<file path="src/hw/rtl/vtct_pkg.sv">
// Shared types and command codes for the versioned task claim table.
package vtct_pkg;

    // Command codes
    localparam logic [3:0] CMD_ACTIVATE     = 4'd0;
    localparam logic [3:0] CMD_READ         = 4'd1;
    localparam logic [3:0] CMD_CLAIM        = 4'd2;
    localparam logic [3:0] CMD_COMMIT       = 4'd3;
    localparam logic [3:0] CMD_RELEASE      = 4'd4;
    localparam logic [3:0] CMD_RESET        = 4'd5;
    localparam logic [3:0] CMD_CMP_XCHG     = 4'd6;
    localparam logic [3:0] CMD_SET_PREVIOUS = 4'd7;
    localparam logic [3:0] CMD_SET_RECOVERY = 4'd8;

    // Ownership word state codes
    localparam logic [1:0] OWN_EMPTY     = 2'd0;
    localparam logic [1:0] OWN_PENDING   = 2'd1;
    localparam logic [1:0] OWN_COMMITTED = 2'd2;

    localparam logic [29:0] CLIENT_LIMIT_RESET = 30'h3FFF_FFFF;

    typedef enum logic {
        ST_IDLE,
        ST_EXEC
    } state_t;

    // One table entry as kept in memory
    typedef struct packed {
        logic [63:0] word;
        logic [31:0] prior;
        logic        recovery;
        logic [31:0] round;
    } entry_t;

    // Captured command
    typedef struct packed {
        logic [3:0]  command;
        logic [31:0] client_id;
        logic [63:0] expected;
        logic [63:0] desired;
        logic        flag;
        logic [31:0] round;
    } req_t;

    // Write-back request from the execute logic
    typedef struct packed {
        logic   mem_we;
        logic   set_reg;
        entry_t entry;
    } upd_t;

    // Result transaction contents
    typedef struct packed {
        logic        success;
        logic [63:0] word;
        logic [1:0]  state;
        logic [29:0] trainer;
        logic [30:0] version;
        logic [31:0] prior;
        logic        recovery;
        logic [31:0] round;
    } rsp_t;

endpackage

</file>
<file path="src/hw/rtl/vtct_exec.sv">
// Command evaluation: new entry contents and the post-command result view.
module vtct_exec
    import vtct_pkg::*;
(
    input  req_t        req,
    input  entry_t      cur,
    input  logic        in_range,
    input  logic        reg_bit,
    input  logic [29:0] client_limit,
    output upd_t        upd,
    output rsp_t        rsp
);

    logic        live;
    logic        trainer_ok;
    logic        owner_match;
    logic [30:0] ver_inc;
    logic        ok;
    logic        live_after;
    entry_t      after;

    assign live        = in_range & reg_bit;
    assign trainer_ok  = (req.client_id != 32'd0) && (req.client_id <= {2'b00, client_limit});
    assign owner_match = (cur.word[1:0] == OWN_PENDING) &&
                         ({2'b00, cur.word[31:2]} == req.client_id);
    assign ver_inc     = cur.word[62:32] + 31'd1;

    // Decide the write-back per command
    always_comb
    begin
        upd       = '0;
        upd.entry = cur;
        ok        = 1'b0;
        case (req.command)
            CMD_ACTIVATE:
            begin
                if (in_range)
                begin
                    ok = 1'b1;
                    if (!reg_bit)
                    begin
                        upd.mem_we         = 1'b1;
                        upd.set_reg        = 1'b1;
                        upd.entry.word     = '0;
                        upd.entry.prior    = '0;
                        upd.entry.recovery = 1'b0;
                        upd.entry.round    = req.round;
                    end
                end
            end
            CMD_READ:
            begin
                ok = live;
            end
            CMD_CLAIM:
            begin
                if (live && trainer_ok && cur.word[1:0] == OWN_EMPTY)
                begin
                    ok             = 1'b1;
                    upd.mem_we     = 1'b1;
                    upd.entry.word = {1'b0, ver_inc, req.client_id[29:0], OWN_PENDING};
                end
            end
            CMD_COMMIT:
            begin
                if (live && trainer_ok && owner_match)
                begin
                    ok             = 1'b1;
                    upd.mem_we     = 1'b1;
                    upd.entry.word = {1'b0, ver_inc, req.client_id[29:0], OWN_COMMITTED};
                end
            end
            CMD_RELEASE:
            begin
                if (live && trainer_ok && owner_match)
                begin
                    ok             = 1'b1;
                    upd.mem_we     = 1'b1;
                    upd.entry.word = {1'b0, ver_inc, 30'd0, OWN_EMPTY};
                end
            end
            CMD_RESET:
            begin
                if (live)
                begin
                    ok             = 1'b1;
                    upd.mem_we     = 1'b1;
                    upd.entry.word = {1'b0, ver_inc, 30'd0, OWN_EMPTY};
                end
            end
            CMD_CMP_XCHG:
            begin
                if (live && cur.word == req.expected)
                begin
                    ok             = 1'b1;
                    upd.mem_we     = 1'b1;
                    upd.entry.word = req.desired;
                end
            end
            CMD_SET_PREVIOUS:
            begin
                if (live)
                begin
                    ok              = 1'b1;
                    upd.mem_we      = 1'b1;
                    upd.entry.prior = req.client_id;
                end
            end
            CMD_SET_RECOVERY:
            begin
                if (live)
                begin
                    ok                 = 1'b1;
                    upd.mem_we         = 1'b1;
                    upd.entry.recovery = req.flag;
                end
            end
            default:
            begin
                ok = 1'b0;
            end
        endcase
    end

    // Build the post-command view
    assign live_after = in_range & (reg_bit | upd.set_reg);
    assign after      = upd.mem_we ? upd.entry : cur;

    always_comb
    begin
        rsp         = '0;
        rsp.success = ok;
        if (live_after)
        begin
            rsp.word     = after.word;
            rsp.state    = after.word[1:0];
            rsp.trainer  = after.word[31:2];
            rsp.version  = after.word[62:32];
            rsp.prior    = after.prior;
            rsp.recovery = after.recovery;
            rsp.round    = after.round;
        end
        else
        begin
            rsp.word = '1;
        end
    end

endmodule

</file>
<file path="config.mk">
export PLATFORM = sky130hd
export DESIGN_NAME = vtct_exec
export DESIGN_NICKNAME = d
export VERILOG_FILES = /design/src/hw/rtl/vtct_pkg.sv /design/src/hw/rtl/vtct_exec.sv
export SDC_FILE = /design/constraint.sdc
export NUM_CORES = 1
export LEC_CHECK = 0
export BUFFER_PORTS_ARGS = -buffer_cell sky130_fd_sc_hd__buf_2
export CAP_MARGIN = 40
export CELL_PAD_IN_SITES_DETAIL_PLACEMENT = 1
export CELL_PAD_IN_SITES_GLOBAL_PLACEMENT = 1
export CORE_AREA = 2 2 263 265
export DETAILED_ROUTE_END_ITERATION = 8
export DIE_AREA = 0 0 265 267
export PLACE_DENSITY = 0.51
export SKIP_LAST_GASP = 1
export SYNTH_ARGS = -nofsm -noshare
export SYNTH_HDL_FRONTEND = slang
export SYNTH_SLANG_ARGS = --single-unit
</file>
<file path="constraint.sdc">
create_clock -name vclk -period 3.4
set_input_delay 0.51 -clock vclk [all_inputs]
set_output_delay 0.51 -clock vclk [all_outputs]
set_load 0.02 [all_outputs]
</file>
==> out/qor.csv <==
metric,value,unit
antenna_found_initial,8,
worstSetupPathDepth,20,
vias_per_cell,4.17,
yosysWarningCount,0,
num_rows,96,
flops_and_latches,0,
dpl.hpwl,60.3,mm
crit_type,in -> out,
relSlewSlack,40.9,%
critPathBufInv,10,
tns,-113930,ps
critical-path-slowest-cell,nor4_4,
grt_setup_unrepaired,true,
crit_chain,buf_6 > inv_2 > ha_4 > nand4_1 > buf_6 > nor4_4 > buf_4 > nand4_1 > a211oi_2 > buf_4 > a31oi_4 > nor4_2 > buf_4 > buf_12 > nand2_8 > buf_16 > buf_12 > o21ai_4 > nand4_1 > buf_4,
violations,negative setup slack,
drive_gt1_share,69.1,%
grt_start_max_net_pins,80,
layout_commonest_cell,buf_2,
synth_compound_area_share,26.6,%
power_density,149,mW/mm^2
die-area,0.0708,sq mm
finalWorstSetupSlack,-738,ps
slew_viol_final,0,
drv_cap,0,
placed_cell_area,0.0128,sq mm
drc,0,
synth_mux_area_share,5.75,%
regArea,0,sq um
syn2layout_area_growth,159,%
ioPinCount,682,
syn_area_per_cell,6.34,sq um
syn_nets,1377,
grt-ovfl-total,0,
layout_common_cells,"507 x buf_2, 277 x buf_4, 171 x buf_6, 70 x nand2_1, 67 x and2_1",
crit_start,client_limit[8],
max-vdd-ir-drop,60.5,uV
worst_slew_pin_slew,886,ps
fp.dieW,265,um
wl,70.0,mm
initial_core_util,9.21,%
finalHoldViolCount,0,
die_y,267,um
synthCells,988,
synth-adder-area-share,6.19,%
path_max_fanout,5,
track_usage,18.3,%
fill_cells,8200,
synth_top_family_by_area,simple AND/OR/NAND/NOR gates,
wire_per_inst,25.0,um
required,2890,ps
grt_pass1_wl,93.4,mm
outcome,finished with violations,
yosysSeqAreaShare,0,%
setup_violations,193,
final_nets,2312,
crit_path_frequent_cell,buf_4,
finalInstanceArea,0.0162,sq mm
syn_area,0.00626,sq mm
yosys.area_share.simple,40.7,%
ant_nets,0,
path_delay_family,buffers and inverters,
fmax,242,MHz
arrival,3630,ps
worst_setup_path_start_kind,input pin,
drtPass1Iterations,4,
io_buffer_count,682,
drt-initial-drc-count,458,
gp_congestion,0.853,
core_area,0.0680,sq mm
p_leak,7.80,nW
grt_pass1_vias,12400,
cpPeakStageDelay,280,ps
vias,11700,
fin_crit,4140,ps
hp-class,in -> out,
period_share,122,%
synth_xor_area_share,11.3,%
clkbuf_count,0,
yosys.cell_types.count,60,
crit_end,rsp[167],
cp-end-kind,output port,
-- area by class of cell --
type | count | area [sq um] | share of cell area (%)
Inverter | 79 | 312 | 1.92
Timing Repair Buffer | 997 | 7340 | 45.3
Antenna cell | 2 | 5.00 | 0.0309
Tap cell | 882 | 1100 | 6.81
Multi-Input combinational cell | 845 | 7440 | 45.9
-- how the worst min path moves through the flow --
stage	endpoint	slack, ps	startpoint	cells after the start
after floorplan	rsp[79]	1200	cur[111]	2
after global placement	upd[98]	1370	req[66]	4
after detailed placement	upd[46]	1380	cur[46]	3
after CTS	upd[46]	1380	cur[46]	3
after global routing	upd[46]	1400	cur[46]	3
final	upd[46]	1380	cur[46]	3
-- where the power goes --
part	total (mW)	internal [mW]	switching, mW
Combinational	2.41	1.07	1.34
Clock	0.0000000787	0.0000000787	0
Sequential	0	0	0
-- synth_stat cells (all sizes together) (2+ instances only) --
library cell	instances	area, sq um
o31ai	3	22.5
a221oi	7	80.1
a311oi	2	17.5
buf	20	123
o21ai	29	145
and4	8	70.1
nand3	48	240
a22oi	6	45.0
a2111oi	8	70.1
inv	79	297
clkbuf	45	170
nand3b	9	67.6
or4	4	30.0
nand2	115	432
o211ai	3	22.5
nor3	14	70.1
nand2b	8	50.1
or2	6	37.5
o21a	3	22.5
a22o	63	552
xor2	59	517
a21oi	55	377
and2	69	432
a21o	4	30.0
xnor2	22	193
ha	31	388
and3	12	75.1
and4b	2	20.0
a211oi	5	47.5
nor3b	2	15.0
mux2	32	360
nor2	67	251
a31o	3	26.3
a31oi	16	100
o221ai	2	17.5
nand4	37	238
o2111a	2	22.5
or3	3	18.8
nor4	36	231
nor2b	40	250
-- logic make-up (layout without fill, tap and decap cells) --
logic type / count (synthesis) / after routing
xor gates and xnor gates: 81 / 81
muxes: 32 / 32
adders and majority gates: 31 / 31
other: 0 / 2
AOI/OAI and AO/OA: 218 / 218
and+or+nand+nor: 482 / 483
buffers and inverters: 144 / 1076
-- metal layers --
| layer | vias up | GRT usage [%] | part of all wire [%] |
|---|---|---|---|
| met3 | 30 | 2.68 | 4.8 |
| met2 | 437 | 34.7 | 51 |
| met4 | 4 | 0.580 | 0.97 |
| met1 | 5796 | 22.8 | 43 |
| li1 | 5418 | - | - |
| met5 | - | 0 | 0.033 |
-- repair_timing --
| action | 4_1_cts | 5_1_grt |
|---|---|---|
| gates resized for setup | 336 | 402 |
| pin swaps | 59 | 70 |
| hold buffers | 0 | 0 |
| endpoints found under the setup margin | 193 | 193 |
| buffers inserted | 37 | 23 |
| cloned | 8 | 0 |
-- through the flow --
| stage | cells | hold WS (ps) | utilization (%) | power (mW) | setup slack [ps] |
|---|---|---|---|---|---|
| 5_1_grt | 2803 | 1400 | 23.8 | 2.55 | -916 |
| 6_report | 2805 | 1380 | 23.8 | 2.41 | -738 |
| 2_1_floorplan | 988 | 1200 | - | 0.799 | -47.3 |
| 3_3_place_gp | 2751 | 1370 | 18.9 | 1.89 | -1120 |
| 3_5_place_dp | 2751 | 1380 | 18.9 | 1.91 | -1190 |
| 4_1_cts | 2784 | 1380 | 21.6 | 2.21 | -679 |
(Power assumes the default switching activity.)
